===== src/sv/scts_pkg.sv =====
// ----------------------------------------------------------------------------
// scts_pkg
// Shared types and constants for the sharded completion tracker.
// ----------------------------------------------------------------------------
package scts_pkg;

    // Field widths fixed by the stream format
    localparam int OP_W     = 2;
    localparam int CTX_W    = 4;
    localparam int ACT_W    = 5;
    localparam int ERR_W    = 2;
    // Contexts addressable through a CTX_W-bit field
    localparam int CTX_SPAN = 2 ** CTX_W;

    // Operation codes
    localparam logic [OP_W-1:0] OP_TRACK  = 2'd0;
    localparam logic [OP_W-1:0] OP_FINISH = 2'd1;
    localparam logic [OP_W-1:0] OP_MIG    = 2'd2;
    localparam logic [OP_W-1:0] OP_NONE   = 2'd3;

    // Error codes
    localparam logic [ERR_W-1:0] ERR_OK  = 2'd0;
    localparam logic [ERR_W-1:0] ERR_UNF = 2'd1;
    localparam logic [ERR_W-1:0] ERR_OVF = 2'd2;

    // Sequencer states, one-hot
    typedef enum logic [4:0] {
        S_IDLE     = 5'b00001,
        S_EXEC     = 5'b00010,
        S_RD_DST   = 5'b00100,
        S_EXEC_MIG = 5'b01000,
        S_WR_DST   = 5'b10000
    } state_t;

    // Controller to datapath commands
    typedef struct packed {
        logic accept;    // capture transaction, read source counter
        logic rd_dst;    // read destination counter, hold source counter
        logic exec_sf;   // execute track / finish / ignored item, load result
        logic exec_mig;  // execute migrate, write source, load result
        logic wr_dst;    // write destination counter of a migrate
    } cmd_t;

    // Datapath to controller status
    typedef struct packed {
        logic in_mig;    // incoming transaction is a real migrate
        logic out_free;  // result register can take a new result
    } status_t;

endpackage


===== src/sv/scts_ctrl.sv =====
// ----------------------------------------------------------------------------
// scts_ctrl
// Sequencer: steps each transaction through read, execute and write-back.
// ----------------------------------------------------------------------------
module scts_ctrl (
    input  logic             clk,
    input  logic             rst_n,
    input  logic             in_valid,
    output logic             in_ready,
    input  scts_pkg::status_t status,
    output scts_pkg::cmd_t   cmd
);
    import scts_pkg::*;

    state_t state_reg;
    state_t state_next;

    // State register
    always_ff @(posedge clk or negedge rst_n)
    begin
        if (!rst_n)
        begin
            state_reg <= S_IDLE;
        end
        else
        begin
            state_reg <= state_next;
        end
    end

    // Next state and commands
    always_comb
    begin
        state_next = state_reg;
        cmd        = '0;
        in_ready   = 1'b0;
        unique case (state_reg)
            S_IDLE:
            begin
                in_ready = 1'b1;
                if (in_valid)
                begin
                    cmd.accept = 1'b1;
                    state_next = status.in_mig ? S_RD_DST : S_EXEC;
                end
            end
            S_EXEC:
            begin
                if (status.out_free)
                begin
                    cmd.exec_sf = 1'b1;
                    state_next  = S_IDLE;
                end
            end
            S_RD_DST:
            begin
                cmd.rd_dst = 1'b1;
                state_next = S_EXEC_MIG;
            end
            S_EXEC_MIG:
            begin
                if (status.out_free)
                begin
                    cmd.exec_mig = 1'b1;
                    state_next   = S_WR_DST;
                end
            end
            S_WR_DST:
            begin
                cmd.wr_dst = 1'b1;
                state_next = S_IDLE;
            end
            default:
            begin
                state_next = S_IDLE;
            end
        endcase
    end

endmodule


===== src/sv/scts_datapath.sv =====
// ----------------------------------------------------------------------------
// scts_datapath
// Counter memory, active-context count, update logic and result register.
// ----------------------------------------------------------------------------
module scts_datapath #(
    parameter int NUM_CONTEXTS = 16,
    parameter int COUNT_BITS   = 16
) (
    input  logic                          clk,
    input  logic                          rst_n,
    input  logic [scts_pkg::OP_W-1:0]     in_op,
    input  logic [scts_pkg::CTX_W-1:0]    in_src,
    input  logic [scts_pkg::CTX_W-1:0]    in_dst,
    input  scts_pkg::cmd_t                cmd,
    output scts_pkg::status_t             status,
    input  logic                          out_ready,
    output logic                          out_valid,
    output logic                          out_fire,
    output logic [scts_pkg::ACT_W-1:0]    out_active,
    output logic [scts_pkg::ERR_W-1:0]    out_err
);
    import scts_pkg::*;

    localparam int MEM_DEPTH = (NUM_CONTEXTS < CTX_SPAN) ? NUM_CONTEXTS : CTX_SPAN;
    localparam int IDX_W     = (MEM_DEPTH > 1) ? $clog2(MEM_DEPTH) : 1;
    localparam logic [COUNT_BITS-1:0] CNT_MAX = {COUNT_BITS{1'b1}};
    localparam logic [COUNT_BITS-1:0] CNT_ONE = COUNT_BITS'(1);

    // Captured transaction
    logic [OP_W-1:0]       op_reg;
    logic [IDX_W-1:0]      src_idx_reg;
    logic [IDX_W-1:0]      dst_idx_reg;
    logic                  ign_reg;

    // Counter store
    logic [COUNT_BITS-1:0] mem [MEM_DEPTH];
    logic [MEM_DEPTH-1:0]  valid_reg;
    logic [COUNT_BITS-1:0] rdata_reg;
    logic [COUNT_BITS-1:0] src_cnt_reg;
    logic [COUNT_BITS-1:0] dst_wdata_reg;
    logic [COUNT_BITS-1:0] dst_wdata_next;
    logic                  mig_ok_reg;
    logic                  mig_ok_next;

    logic [IDX_W-1:0]      addr;
    logic                  we;
    logic                  re;
    logic [COUNT_BITS-1:0] wdata;

    logic [ACT_W-1:0]      active_reg;
    logic [ACT_W-1:0]      active_next;
    logic                  fire;
    logic [ERR_W-1:0]      err;
    logic                  load_out;

    logic                  out_valid_reg;
    logic                  out_fire_reg;
    logic [ACT_W-1:0]      out_active_reg;
    logic [ERR_W-1:0]      out_err_reg;

    // Decode of the incoming transaction
    logic in_src_ok;
    logic in_dst_ok;
    logic in_ign;
    always_comb
    begin
        in_src_ok = 32'(in_src) < 32'(NUM_CONTEXTS);
        in_dst_ok = 32'(in_dst) < 32'(NUM_CONTEXTS);
        in_ign    = (in_op == OP_NONE) || !in_src_ok ||
                    ((in_op == OP_MIG) && (!in_dst_ok || (in_src == in_dst)));
        status.in_mig   = (in_op == OP_MIG) && !in_ign;
        status.out_free = !out_valid_reg || out_ready;
    end

    // Capture registers
    always_ff @(posedge clk)
    begin
        if (cmd.accept)
        begin
            op_reg      <= in_op;
            src_idx_reg <= IDX_W'(in_src);
            dst_idx_reg <= IDX_W'(in_dst);
            ign_reg     <= in_ign;
        end
        if (cmd.rd_dst)
        begin
            src_cnt_reg <= rdata_reg;
        end
        if (cmd.exec_mig)
        begin
            dst_wdata_reg <= dst_wdata_next;
        end
    end

    // Single port address select
    assign re   = cmd.accept || cmd.rd_dst;
    assign addr = cmd.accept ? IDX_W'(in_src) :
                  (cmd.rd_dst || cmd.wr_dst) ? dst_idx_reg : src_idx_reg;

    // Counter memory, unwritten entries read as zero
    always_ff @(posedge clk)
    begin
        if (we)
        begin
            mem[addr] <= wdata;
        end
        if (re)
        begin
            rdata_reg <= valid_reg[addr] ? mem[addr] : '0;
        end
    end

    always_ff @(posedge clk or negedge rst_n)
    begin
        if (!rst_n)
        begin
            valid_reg <= '0;
        end
        else if (we)
        begin
            valid_reg[addr] <= 1'b1;
        end
    end

    // Update logic
    always_comb
    begin
        we             = 1'b0;
        wdata          = rdata_reg;
        active_next    = active_reg;
        fire           = 1'b0;
        err            = ERR_OK;
        mig_ok_next    = mig_ok_reg;
        dst_wdata_next = dst_wdata_reg;

        if (cmd.exec_sf && !ign_reg)
        begin
            unique case (op_reg)
                OP_TRACK:
                begin
                    if (rdata_reg == CNT_MAX)
                    begin
                        err = ERR_OVF;
                    end
                    else
                    begin
                        we    = 1'b1;
                        wdata = rdata_reg + CNT_ONE;
                        if (rdata_reg == '0)
                        begin
                            active_next = active_reg + ACT_W'(1);
                        end
                    end
                end
                OP_FINISH:
                begin
                    if (rdata_reg == '0)
                    begin
                        err = ERR_UNF;
                    end
                    else
                    begin
                        we    = 1'b1;
                        wdata = rdata_reg - CNT_ONE;
                        if ((rdata_reg == CNT_ONE) && (active_reg != '0))
                        begin
                            active_next = active_reg - ACT_W'(1);
                            fire        = (active_reg == ACT_W'(1));
                        end
                    end
                end
                default:
                begin
                    we = 1'b0;
                end
            endcase
        end

        // Migrate: source count held, destination count just read
        if (cmd.exec_mig)
        begin
            mig_ok_next = 1'b0;
            if (src_cnt_reg == '0)
            begin
                err = ERR_UNF;
            end
            else if (rdata_reg == CNT_MAX)
            begin
                err = ERR_OVF;
            end
            else
            begin
                we             = 1'b1;
                wdata          = src_cnt_reg - CNT_ONE;
                dst_wdata_next = rdata_reg + CNT_ONE;
                mig_ok_next    = 1'b1;
                if ((rdata_reg == '0) && (src_cnt_reg != CNT_ONE))
                begin
                    active_next = active_reg + ACT_W'(1);
                end
                else if ((rdata_reg != '0) && (src_cnt_reg == CNT_ONE) &&
                         (active_reg != '0))
                begin
                    active_next = active_reg - ACT_W'(1);
                end
            end
        end

        if (cmd.wr_dst && mig_ok_reg)
        begin
            we    = 1'b1;
            wdata = dst_wdata_reg;
        end
    end

    assign load_out = cmd.exec_sf || cmd.exec_mig;

    // Control state: active count, migrate flag, result valid
    always_ff @(posedge clk or negedge rst_n)
    begin
        if (!rst_n)
        begin
            active_reg    <= '0;
            mig_ok_reg    <= 1'b0;
            out_valid_reg <= 1'b0;
        end
        else
        begin
            active_reg <= active_next;
            mig_ok_reg <= mig_ok_next;
            if (load_out)
            begin
                out_valid_reg <= 1'b1;
            end
            else if (out_ready)
            begin
                out_valid_reg <= 1'b0;
            end
        end
    end

    // Result payload
    always_ff @(posedge clk)
    begin
        if (load_out)
        begin
            out_fire_reg   <= fire;
            out_active_reg <= active_next;
            out_err_reg    <= err;
        end
    end

    assign out_valid  = out_valid_reg;
    assign out_fire   = out_fire_reg;
    assign out_active = out_active_reg;
    assign out_err    = out_err_reg;

endmodule


===== src/sv/sharded_completion_tracker.sv =====
// ----------------------------------------------------------------------------
// sharded_completion_tracker
// Counts pending tasks per context and the number of active contexts.
// ----------------------------------------------------------------------------
//  channel | dir | tdata fields (low bit first)
//  s_*     | in  | op[1:0], src_context[5:2], dst_context[9:6], zero[15:10]
//  m_*     | out | trigger_fire[0], active_contexts[5:1], error_code[7:6]
//
// Migrate adds a destination read and a write-back to the execute step,
// since both counters pass through the single port of the counter memory.
// One result per transaction; a stalled result holds the execute step,
// the next transaction is taken while a result waits.
// Reset (rst_n low, async) empties all counters at once through valid bits.
// ----------------------------------------------------------------------------
module sharded_completion_tracker #(
    parameter int NUM_CONTEXTS = 16,
    parameter int COUNT_BITS   = 16
) (
    input  logic        clk,
    input  logic        rst_n,
    input  logic        s_tvalid,
    output logic        s_tready,
    input  logic [15:0] s_tdata,   // op, src_context, dst_context
    output logic        m_tvalid,
    input  logic        m_tready,
    output logic [7:0]  m_tdata    // trigger_fire, active_contexts, error_code
);
    import scts_pkg::*;

    cmd_t             cmd;
    status_t          status;
    logic             out_fire;
    logic [ACT_W-1:0] out_active;
    logic [ERR_W-1:0] out_err;

    // Sequencer
    scts_ctrl u_ctrl (
        .clk      (clk),
        .rst_n    (rst_n),
        .in_valid (s_tvalid),
        .in_ready (s_tready),
        .status   (status),
        .cmd      (cmd)
    );

    // Datapath
    scts_datapath #(
        .NUM_CONTEXTS (NUM_CONTEXTS),
        .COUNT_BITS   (COUNT_BITS)
    ) u_dp (
        .clk        (clk),
        .rst_n      (rst_n),
        .in_op      (s_tdata[1:0]),
        .in_src     (s_tdata[5:2]),
        .in_dst     (s_tdata[9:6]),
        .cmd        (cmd),
        .status     (status),
        .out_ready  (m_tready),
        .out_valid  (m_tvalid),
        .out_fire   (out_fire),
        .out_active (out_active),
        .out_err    (out_err)
    );

    // Result packing
    assign m_tdata = {out_err, out_active, out_fire};

endmodule


===== config.mk =====
export PLATFORM = sky130hd
export DESIGN_NAME = sharded_completion_tracker
export DESIGN_NICKNAME = d
export VERILOG_FILES = /design/src/sv/scts_pkg.sv /design/src/sv/scts_ctrl.sv /design/src/sv/scts_datapath.sv /design/src/sv/sharded_completion_tracker.sv
export SDC_FILE = /design/constraint.sdc
export NUM_CORES = 1
export LEC_CHECK = 0
export BUFFER_PORTS_ARGS = -buffer_cell sky130_fd_sc_hd__buf_2
export CAP_MARGIN = 20
export CORE_MARGIN = 3
export CORE_UTILIZATION = 40
export CTS_CLUSTER_DIAMETER = 150
export CTS_CLUSTER_SIZE = 10
export DETAILED_ROUTE_END_ITERATION = 12
export GPL_ROUTABILITY_DRIVEN = 0
export GPL_TIMING_DRIVEN = 0
export PLACE_DENSITY = 0.64
export SLEW_MARGIN = 20
export SYNTH_ARGS = -nofsm -noshare
export SYNTH_HDL_FRONTEND = slang
export SYNTH_SLANG_ARGS = --single-unit

===== constraint.sdc =====
create_clock -name clk -period 5.4 [get_ports clk]
set_input_delay 1.08 -clock clk [delete_from_list [all_inputs] [get_ports clk]]
set_output_delay 1.08 -clock clk [all_outputs]
set_load 0.1 [all_outputs]

Yosys cells after proc, flatten, opt, wreduce, memory -nomap -nowiden --
Memories as Yosys holds them, arrays and structs flattened. A register that Yosys moved wholly into a read port is not among the register bits. Cells that the tools add are included.
Word-level totals: register bits 79, latch bits 0, RAM bits 256, ROM bits 0, bits of input ports 20, output and inout bits 10, logic and storage cells 130, memories kept 1
Cells by class: $add $sub $neg 5, multiply operators 0, divide/modulo/power cells 0, $lt $le $gt $ge 2, eq/ne operators 17, shifts and indexed selects 0, multiplexer cells 58, bitwise logic cells 6, reductions and logical operators 27
Memories:
- u_dp.mem | words 16, width 16, read ports 1, clocked after Yosys merged registers in 1, write ports 1, line scts_datapath.sv:36 | logic [COUNT_BITS-1:0] mem [MEM_DEPTH];
Operators by type and width (count):
- $mux 16 | 7
- $mux 5 | 13
- $eq 16x1->1 const B | 2
- $logic_not 16->1 | 2
- $pmux 16 s2 | 1
- $sub 16x1->16 const B | 2
- $mux 1 | 23
- $pmux 5 s4 | 1
- $add 16x1->16 const B | 1
- $eq 16x16->1 const B | 1
- $ne 16x1->1 const B | 1
- $or 16x16->16 | 1
- $reduce_bool 16->1 | 1
- $eq 5x1->1 const B | 2
- $mux 2 | 5
- $pmux 5 s2 | 1
- $logic_and 1x1->1 | 9
- $mux 4 | 2
- $ne 2x2->1 const B | 3
- $reduce_and 3->1 | 2
- $add 5x1->5 const B | 1
- $eq 5x2->1 const B | 1
- $eq 5x3->1 const B | 1
- $eq 5x4->1 const B | 1
- 19 further kinds | 31

Logic depth before layout (Yosys ltp) --
Gate-level depths: netlist (run 1).
depth after elaboration 12, mapped depth 14, gate-level depth less buffers 10

Cells and area by module --
From an unflattened synthesis (run 1), not the netlist that was laid out.
Second synthesis, totals: cell total of the unflattened synthesis 1264, area total of the unflattened synthesis 15919.0 um2
By module, submodules not included:
- scts_datapath | instances 1, cells an instance 1232, area each 15610.0 um2, seq. area each 10274.9 um2
- scts_ctrl | instances 1, cells an instance 31, area each 301.5 um2, seq. area each 126.4 um2
- sharded_completion_tracker | instances 1, cells an instance 1, area each 7.5 um2, seq. area each 0.0 um2

Least setup slack after synthesis (run 1) --
No wires, ideal clock.
path kind register to output, start point reg u_ctrl.state_reg[4], end point out s_tready, arrival 3.181 ns, data required time 4.320 ns, slack 1.139 ns, cell stages (with the launch flop) 5, path buffers 2, cells stage by stage dfrtp_1 -> buf_6 -> or3_1 -> buf_2 -> nor3b_1
Between the ends: cells in the longest elaborated chain, start to end 2
Ends and longest elaborated chain:
- start, declared | line scts_ctrl.sv:15 | state_t state_reg;
- start signal, assigned | line scts_ctrl.sv:27 | state_reg <= state_next;
- $eq 5x1->1 | line scts_ctrl.sv:37 | unique case (state_reg)
- $mux 1 | line scts_ctrl.sv:37
- end, declared | line sharded_completion_tracker.sv:22 | output logic s_tready,
No other way between the ends.

Final worst setup path (run 1) --
start point reg u_ctrl.state_reg[4], end point mem u_dp.mem[4][5], enable pin
Between the ends: cells in the longest elaborated chain, start to end 10, elaborated cells on any way between the ends 22, those cells by class eq/ne: 5; mux: 14; reduce/logical: 3
Ends and longest elaborated chain:
- $eq 5x2->1 | line scts_ctrl.sv:37
- $mux 1 | line scts_ctrl.sv:37
- $logic_and 1x1->1 | line scts_datapath.sv:136 | if (cmd.exec_sf && !ign_reg)
- $mux 1 | line scts_datapath.sv:136
- $mux 1 | line scts_datapath.sv:187 | else if (rdata_reg == CNT_MAX)
- $mux 1 | line scts_datapath.sv:183 | if (src_cnt_reg == '0)
- $mux 1 | line scts_datapath.sv:180 | if (cmd.exec_mig)
- $mux 1 | line scts_datapath.sv:209 | if (cmd.wr_dst && mig_ok_reg)
- $mux 1 | line scts_datapath.sv:103 | if (we)
- $mux 1 (not written as such) | line scts_datapath.sv:105 | mem[addr] <= wdata;
- end, declared | line scts_datapath.sv:36
Parallel ways exist; a longest one is shown, timed or not.

==> results of run 1 <==
[layout by cell type, fill, tap and decap left out, types with 27 or more instances in the layout]
master	netlist	final
dfrtp_1	27	27
clkbuf_1	39	54
xnor2_1	27	27
clkbuf_16	0	42
edfxtp_1	323	323
nor4_1	31	31
nand3_1	28	28
nand2_1	44	44
o22ai_1	77	77
buf_2	17	41
mux2i_1	132	132
nor2_1	60	44
[through the flow]
stage,cells,hold slack [ps],total power (W),util (%)
2_1_floorplan,1074,421,0.00416,-
3_3_place_gp,1601,430,0.00452,43.2
3_5_place_dp,1615,435,0.00457,43.8
4_1_cts,1675,443,0.00701,46.9
5_1_grt,1675,457,0.00724,47.0
6_report,1675,443,0.00697,47.0
[cell families after synthesis]
| group | Yosys count | share of synthesized area [%] |
|---|---|---|
| flops | 351 | 68.0 |
| fa+ha+maj | 11 | 0.900 |
| simple gates | 256 | 8.80 |
| xor+xnor | 41 | 2.35 |
| compound gates | 195 | 8.37 |
| buf+inv | 80 | 2.35 |
| mux | 140 | 9.23 |
[path summary, 6_finish.rpt]
path,startpoint,to,cells after the start
setup / recovery,u_ctrl.state_reg[4]$_DFFE_PN0P_,u_dp.mem[4][5]$_DFFE_PP_,11
hold / removal,u_dp.rdata_reg[5]$_SDFFCE_PN0P_,u_dp.src_cnt_reg[5]$_DFFE_PP_,0
setup reg to reg,u_ctrl.state_reg[4]$_DFFE_PN0P_,u_dp.mem[4][5]$_DFFE_PP_,11
hold reg to reg,u_dp.rdata_reg[5]$_SDFFCE_PN0P_,u_dp.src_cnt_reg[5]$_DFFE_PP_,0
max in group asynchronous,rst_n,u_dp.mig_ok_reg$_DFFE_PN0P_,1
min in group asynchronous,rst_n,u_dp.valid_reg[1]$_DFFE_PN0N_,1
[report_power, final]
part           leakage, nW  switching (W)  internal, W
registers             3.32      0.0000605      0.00322
clock network        0.556        0.00102      0.00142
logic                 2.17       0.000847     0.000404
total                 6.04        0.00193      0.00504
[layer usage]
layer / up-vias / global-route usage [%]
li1: 4331 / -
met1: 4670 / 23.0
met2: 297 / 27.4
met3: 81 / 3.06
met4: 0 / 5.96
met5: - / 0
[final cells by class]
type                       instances  area, sq um  share of cell area [%]
buffer                            64          300                    1.72
clock buffer                      57         1110                    6.35
clock inverter                     3         45.0                   0.258
inverter                          16         60.1                   0.344
multi-input combinational        643         4630                    26.5
sequential                       351        10400                    59.7
tap                              504          631                    3.62
timing repair buffer              37          265                    1.52
==> metrics.md, run 1 <==
| Metric | Value |
|---|---|
| Status | complete, no violations |
| Final Critical Period | 4420 ps |
| Final setup vio count | 0 |
| Design Area, Final | 0.0174 sq mm |
| CP max FO | 16 |
| Global-route wire length before repair | 54100 um |
| Avg Cell Area, Syn | 14.2 sq um |
| Min-Delay Path Class | reg2reg |
| CTS sink cnt | between 300 and 400 |
| Initial Util | 41.2% |
| Delay-heaviest family, CP | simple AND/OR/NAND/NOR gates |
| # nets final | roughly 1200 |
| Top cells by count, synth | edfxtp_1, mux2i_1, o22ai_1 |
| Post-synth cell types | 66 |
| Ports | 30 |
| Horiz. Die Dim | roughly 200 um |
| Postcts setup bufs | 0 |
| Crit path largest cell delay | 830 ps |
| Cell area power density | approximately 400 mW/mm^2 |
| Setup crit end kind | flip-flop |
| Vias in the first global route | 9470 |
| Uppermost layer routed | met4 |
| Max reg flops | 256 |
| Post-CTS Hold Buffers | 0 |
| Starting DRT DRC Count | 888 |
| Top-count cell post-synth | edfxtp_1 |
| WP buf/inv | 3 |
| Flop2flop setup slack | 980 ps |
| Clock buffer depth | 3 |
| Synth warn | 0 |
| Grt ovf | 0 |
| DRC violations left | 0 |
| Synth top area cells | edfxtp_1, mux2i_1, dfrtp_1, o22ai_1, xnor2_1 |
| Largest area contributor in the netlist | edfxtp_1 |
| RSZ-0062 raised after global routing | false |
| CTS root buf | clkbuf_16 |
| Final period util | 81.9% |
| Pre-CTS setup slack | ~600 ps |
| Post-synthesis cell count | roughly 1100 |
| Leakage | 6.04 nW |
| Via total after detailed routing | 9379 |
| Slew @ Worst Pin | 963 ps |
| TritonCTS Buffers | 41 |
| Post-synthesis instance area | between 0.015 and 0.02 sq mm |
| Core Footprint | 0.0371 sq mm |
| Register bank with the most flops | u_dp.mem |
| Post-synth top flop | edfxtp_1 |
| Final worst slack | 977 ps |
| Startpoint types | flip-flop |
| CTS tree | done |
| Async S/R FF share, synth | 7.98% |
| # port buffers | 23 |
| Post-DP HPWL | 24400 um |
| Initial antenna violation count | 0 |
| Fill count | approximately 3200 |
| Die ar. | 0.0406 sq mm |
| Arrival time worst endpoint | about 4600 ps |
| Placed cell area | 0.0163 sq mm |
| Syn Nets | 1105 |
| Fraction of layout instances using a drive strength above 1 | 14.0% |
| Drt total wl | 34700 um |
| Peak supply drop | between 200 and 250 uV |
| H-tree levels | 2 |
| Met2 wire len | 16300 um |
| Post-CTS Resized | 0 |
| Metal-1 WL | 15400 um |
| Max Clk Rate | roughly 230 MHz |
| Largest net degree at the start of global routing | 29 |
| Number of synthesized flops with an enable pin | 323 |
| Final ANT Viol Nets | 0 |
| Reg clk slew, reported paths | ~60 ps |
| Met3 routed WL | 1960 um |
| Drt wl/cell | 20.7 um |
| Worst path cell trace | buf_6, or3_1, buf_2, or4b_2, a21oi_1, nand2_1, inv_1, nor2_1, nand2_1, nand3_1, nor2_2 |
| Slew headroom | a little over a third |
| Yosys reg bits | 351 |
| Top-area cell type share of the netlist area | 63.4% |
| Sequential share of the synthesized area | 68.0% |
| Count of pins over their slew limit | 0 |
| Clock latency on the worst-skew pair | 540 ps |
| Syn-to-layout area delta | 14.0% |
| Critical Path RT | about 5600 ps |
| All-Layer GR Usage | 16.9% |
| DRT Pass-1 Iters | 6 |
| Setup TNS | 0 ps |
| Antenna diodes | 0 |
| Max-Cap Viols | 0 |
| Num rows | 70 |
| WS Path Type | reg2reg |
| Most frequent CP cell | nand2_1 |
| Clock Skew | 21.3 ps |
| CP max stage cell | nor2_2 |
| Hold violation count in the final report | 0 |
| Via/cell ratio | around 5.6 |
| Die H | around 200 um |
No activity file was read; power rests on OpenSTA's default activity.
==> inputs of run 2 (changes only) <==
- clock period: 5.4 -> 4.62 ns (I/O delays scaled with it)
==> run 2 against run 1 <==
  * Non-clock buffer count unchanged
  * Fmax shrank 1.0%
  * Clock power rose by 17%
  * Global-route usage unchanged
  * Utilization is essentially flat
  * Wire length shrank 0.11%
  * Worst hold slack got worse by 3.4 ps
  * Sequential power increased by 17%
  * Clock skew barely moved
  * Cell area about the same
  * Highest routed layer unchanged
==> metrics.md, run 2 (same netlist as run 1, synthesis figures left out) <==
| Metric | Value |
|---|---|
| CP max stage cell | nor2_2 |
| Most common cell after layout, fill and taps aside | edfxtp_1 |
| Delay-heaviest family, CP | simple AND/OR/NAND/NOR gates |
| Postcts setup bufs | 0 (unchanged) |
| CTS tree | done |
| Worst path cell trace | buf_6, or3_1, buf_2, or4b_2, a21oi_1, nand2_1, inv_1, nor2_1, nand2_1, nand3_1, nor2_2 |
| Arrival time worst endpoint | 4620 ps (+50 ps) |
| Reg clk slew, reported paths | 60 ps (about the same) |
| All-Layer GR Usage | 16.9% (unchanged) |
| Post-DP HPWL | 24400 um (unchanged) |
| Status | complete, no violations |
| Max Clk Rate | 224 MHz (-1.0%) |
| Crit path largest cell delay | 840 ps (about the same) |
| WP buf/inv | 3 (unchanged) |
| Max-Cap Viols | 0 (unchanged) |
| H-tree levels | 2 (unchanged) |
| Global-route wire length before repair | 54100 um (unchanged) |
| Final cell count without fillers | 1675 (unchanged) |
| RSZ-0062 raised after global routing | true |
| Final period util | 96.7% (+15 points) |
| Register bank with the most flops | u_dp.mem |
| Via/cell ratio | 5.58 (-0.38%) |
| WHS | 440 ps (-3.40 ps) |
| Final setup vio count | 0 (unchanged) |
| Die H | 202 um (unchanged) |
| CTS sink cnt | 351 (unchanged) |
| Count of pins over their slew limit | 0 (unchanged) |
| Via total after detailed routing | 9343 (-0.38%) |
| Initial Util | 41.2% (unchanged) |
| # nets final | 1185 (unchanged) |
| Core Footprint | 0.0371 sq mm (unchanged) |
| DRC violations left | 0 (unchanged) |
| Clock buffer depth | 3 (unchanged) |
| Final Critical Period | 4470 ps (+45.2 ps) |
| Largest net degree at the start of global routing | 29 (unchanged) |
| Post-CTS Hold Buffers | 0 (unchanged) |
| Clock latency on the worst-skew pair | 540 ps (about the same) |
| Startpoint types | flip-flop |
| Min-Delay Path Class | in2async |
| Horiz. Die Dim | 202 um (unchanged) |
| CTS root buf | clkbuf_16 |
| Hold violation count in the final report | 0 (unchanged) |
| Initial antenna violation count | 0 (unchanged) |
| Vias in the first global route | 9470 (unchanged) |
| WS Path Type | reg2reg |
| Flop2flop setup slack | 150 ps (-830 ps) |
| DRT Pass-1 Iters | 5 (-1) |
| CP max FO | 16 (unchanged) |
| Placed insts | 1615 (unchanged) |
| Slew headroom | 36.2% (+0.98 points) |
| Ports | 30 (unchanged) |
| Num rows | 70 (unchanged) |
| Drt wl/cell | 20.7 um (-0.11%) |
| Grt ovf | 0 (unchanged) |
| Post-CTS Resized | 0 (unchanged) |
| Slew @ Worst Pin | 949 ps (-13.9 ps) |
| Setup crit end kind | flip-flop |
| Cell area power density | 467 mW/mm^2 (+17%) |
| Final ANT Viol Nets | 0 (unchanged) |
| Most frequent CP cell | nand2_1 |
| TritonCTS Buffers | 41 (unchanged) |
| # port buffers | 23 (unchanged) |
| Die ar. | 0.0406 sq mm (unchanged) |
| Leakage | 6.04 nW (about the same) |
| Peak supply drop | 262 uV (+17%) |
| Clock Skew | 21.6 ps (+0.341 ps) |
| Drt total wl | 34600 um (-0.11%) |
| Syn-to-layout area delta | 14.1% (about the same) |
| Most frequent cells in the layout | edfxtp_1, mux2i_1, o22ai_1, clkbuf_1 |
| Starting DRT DRC Count | 884 (-0.45%) |
| Max reg flops | 256 (unchanged) |
| Antenna diodes | 0 (unchanged) |
| Fraction of layout instances using a drive strength above 1 | 14.0% (unchanged) |
| Critical Path RT | 4770 ps (-780 ps) |
==> run 2: cell counts in the layout (fill, tap and decap cells not counted) <==
No cell type changed its count.
==> run 2: per-stage QoR <==
step | instance area (sq um) | utilization (%) | setup TNS [ps] | setup slack [ps] | total power, W
floorplan | 15300 | - | 0 | 515 | 0.00487
global placement | 16000 | 43.2 | -87420 | -492 | 0.00528
detailed placement | 16300 | 43.8 | -402 | -27.1 | 0.00534
CTS | 17400 | 46.9 | 0 | 140 | 0.00819
global route | 17500 | 47.0 | -7690 | -118 | 0.00847
finish | 17500 | 47.0 | 0 | 151 | 0.00814
==> run 2: layout make-up <==
cell class,instances,area (sq um)
Buffer,64,300
Clock buffer,57,1110
Clock inverter,3,45.0
Fill cell,3241,19700
Inverter,16,60.1
Multi-Input combinational cell,643,4640
Sequential cell,351,10400
Tap cell,504,631
Timing Repair Buffer,37,265
==> run 2: per-layer routing <==
metal  vias up  wire length [um]  GRT usage (%)
li1       4334                 -              -
met1      4620             15300           23.0
met3        77              2070           3.06
met2       312             16300           27.4
met5         -                 0              0
met4         0              1010           5.96
==> run 2: worst paths after layout <==
path | start | endpoint | cells past startpoint
max in group asynchronous | rst_n | u_dp.mig_ok_reg$_DFFE_PN0P_ | 1
max | u_ctrl.state_reg[4]$_DFFE_PN0P_ | u_dp.mem[5][8]$_DFFE_PP_ | 11
min in group clk | u_dp.rdata_reg[13]$_SDFFCE_PN0P_ | u_dp.src_cnt_reg[13]$_DFFE_PP_ | 0
min | rst_n | u_dp.valid_reg[1]$_DFFE_PN0N_ | 1
max reg2reg | u_ctrl.state_reg[4]$_DFFE_PN0P_ | u_dp.mem[5][8]$_DFFE_PP_ | 11
min reg2reg | u_dp.rdata_reg[13]$_SDFFCE_PN0P_ | u_dp.src_cnt_reg[13]$_DFFE_PP_ | 0
==> run 2: power by group <==
group	internal [W]	switching, W	total (W)
Clock	0.00166	0.00119	0.00285
Combinational	0.000472	0.000988	0.00146
Sequential	0.00376	0.0000707	0.00383
==> run 2: worst reg2reg max path, delay by kind of cell (launching register included) <==
family	cells	cell delay, ps
buffers and inverters	3	560
flip-flops	1	370
AO/OA/AOI/OAI	1	230
AND/OR/NAND/NOR	7	2910
==> inputs of run 3 (changes only) <==
- PLACE_DENSITY: 0.64 -> 0.57
==> run 3 against run 2 <==
  * First-iteration DRC count down 13%
  * Total power grew 0.78%
  * Global-route usage up 0.71 points
  * Cell count is 0.48% higher
  * Combinational power barely moved
  * Critical path depth stayed put
  * Clock power grew 2%
  * Cell area grew 0.23%
  * Wire length is 3.4% higher
  * Clock skew is 2.8 ps lower
  * Non-clock buffer count up 2
  * Worst hold slack got worse by 24 ps
==> metrics.md, run 3 (same netlist as run 1, synthesis figures left out) <==
| Metric | Value |
|---|---|
| Largest net degree at the start of global routing | 29 (unchanged) |
| Peak supply drop | 280 uV (+6.9%) |
| Max-Cap Viols | 0 (unchanged) |
| Die H | 202 um (unchanged) |
| Max Clk Rate | 225 MHz (+0.46%) |
| Ports | 30 (unchanged) |
| Status | complete, no violations |
| Drt total wl | 35800 um (+3.4%) |
| CTS root buf | clkbuf_16 |
| RR Endpoint | u_dp.mem[3][12]$_DFFE_PP_ |
| Drt wl/cell | 21.3 um (+2.9%) |
| Count of pins over their slew limit | 0 (unchanged) |
| TritonCTS Buffers | 41 (unchanged) |
| Initial Util | 41.2% (unchanged) |
| # port buffers | 23 (unchanged) |
| Final period util | 96.3% (-0.45 points) |
| Horiz. Die Dim | 202 um (unchanged) |
| Most common cell after layout, fill and taps aside | edfxtp_1 |
| Most frequent cells in the layout | edfxtp_1, mux2i_1, o22ai_1, clkbuf_1 |
| DRT Pass-1 Iters | 7 (+2) |
| Antenna diodes | 0 (unchanged) |
| Post-CTS Hold Buffers | 0 (unchanged) |
| Slew headroom | 34.7% (-1.5 points) |
| Critical Path RT | 4780 ps (about the same) |
| Arrival time worst endpoint | 4610 ps (about the same) |
| Placed insts | 1617 (+0.12%) |
| Final setup vio count | 0 (unchanged) |
| Final Critical Period | 4450 ps (-20.6 ps) |
| Setup crit end kind | flip-flop |
| Final worst slack | 172 ps (+20.6 ps) |
| Fraction of layout instances using a drive strength above 1 | 14.1% (+0.075 points) |
| # nets final | 1187 (+0.17%) |
| Postcts setup bufs | 0 (unchanged) |
| Core Footprint | 0.0371 sq mm (unchanged) |
| Startpoint types | flip-flop |
| Register bank with the most flops | u_dp.mem |
| CTS sink cnt | 351 (unchanged) |
| Die ar. | 0.0406 sq mm (unchanged) |
| Via total after detailed routing | 9325 (-0.19%) |
| Grt ovf | 0 (unchanged) |
| Min-Delay Path Class | in2async |
| Cell area power density | 469 mW/mm^2 (+0.55%) |
| WHS | 416 ps (-24.3 ps) |
| Final ANT Viol Nets | 0 (unchanged) |
| Pre-CTS setup slack | -84.0 ps (-56.9 ps) |
| Leakage | 6.06 nW (+0.30%) |
| Worst R2R Path Depth | 11 (unchanged) |
| Num rows | 70 (unchanged) |
| Final Util | 47.1% (+0.11 points) |
| Setup TNS | 0 ps (unchanged) |
| H-tree levels | 2 (unchanged) |
| All-Layer GR Usage | 17.6% (+0.71 points) |
| Fill count | 3297 (+1.7%) |
| Initial antenna violation count | 0 (unchanged) |
| Flop2flop setup slack | 170 ps (+20 ps) |
| Final cell count without fillers | 1683 (+0.48%) |
| Clock Skew | 18.8 ps (-2.81 ps) |
| Worst r2r src | u_ctrl.state_reg[4]$_DFFE_PN0P_ |
| Max reg flops | 256 (unchanged) |
| Clock buffer depth | 3 (unchanged) |
| Slew @ Worst Pin | 972 ps (+22.4 ps) |
| Post-CTS Resized | 0 (unchanged) |
| Clock latency on the worst-skew pair | 540 ps (about the same) |
| Vias in the first global route | 9350 (-1.3%) |
| RSZ-0062 raised after global routing | true |
| Syn-to-layout area delta | 14.4% |
| CTS tree | done |
| Post-DP HPWL | 25200 um (+3.3%) |
| Via/cell ratio | 5.54 (-0.67%) |
| DRC violations left | 0 (unchanged) |
| WS Path Type | reg2reg |
| Starting DRT DRC Count | 767 (-13%) |
| Reg clk slew, reported paths | 60 ps (about the same) |
| Global-route wire length before repair | 56000 um (+3.5%) |
| Hold violation count in the final report | 0 (unchanged) |
| CP max FO | 16 (unchanged) |
run 3: worst max path at each step:
stage          cells past startpoint                            start                         end
2_1_floorplan                      4  u_ctrl.state_reg[4]$_DFFE_PN0P_                    s_tready
3_5_place_dp                       8                         s_tvalid   u_dp.mem[3][11]$_DFFE_PP_
5_1_grt                           11  u_ctrl.state_reg[4]$_DFFE_PN0P_    u_dp.mem[3][3]$_DFFE_PP_
4_1_cts                           10  u_dp.rdata_reg[0]$_SDFFCE_PN0P_    u_dp.mem[3][3]$_DFFE_PP_
6_report                          11  u_ctrl.state_reg[4]$_DFFE_PN0P_   u_dp.mem[3][12]$_DFFE_PP_
3_3_place_gp                      10                         m_tready  u_dp.mem[12][11]$_DFFE_PP_
run 3: report_power, final:
| part | internal [W] | switching [W] | leakage [nW] |
|---|---|---|---|
| clock | 0.00168 | 0.00122 | 0.564 |
| combinational | 0.000474 | 0.00101 | 2.18 |
| sequential | 0.00376 | 0.0000707 | 3.32 |
| total | 0.00591 | 0.00229 | 6.06 |
run 3: routing by layer:
| layer | share of wire [%] | GRT usage [%] |
|---|---|---|
| met1 | 46 | 24.8 |
| met5 | 0 | 0 |
| met3 | 4.7 | 2.65 |
| met2 | 47 | 28.2 |
| met4 | 2.8 | 5.71 |
run 3: cell type report:
class / count / area (sq um) / area share (%)
plain buffers: 64 / 300 / 1.72
clock buffers: 63 / 1130 / 6.46
clock inverters: 3 / 45.0 / 0.258
inverters: 16 / 60.1 / 0.343
multi-input cells: 643 / 4650 / 26.6
flip-flops and latches: 351 / 10400 / 59.5
well taps: 504 / 631 / 3.61
repair buffers: 39 / 277 / 1.58
run 3: per-stage QoR:
step	total power [W]	cell area [sq um]
detailed placement	0.00537	16300
floorplan	0.00487	15300
CTS	0.00828	17500
global placement	0.00532	16000
finish	0.00821	17500
global route	0.00857	17500
run 3: critical path: stages, from the launching register on:
cell	delay, ps
dfrtp_1	370
buf_6	140
or3_1	350
buf_2	180
or4b_2	700
a21oi_1	200
nand2_1	260
inv_1	260
nor2_1	130
nand2_1	260
nand3_1	390
nor2_2	830
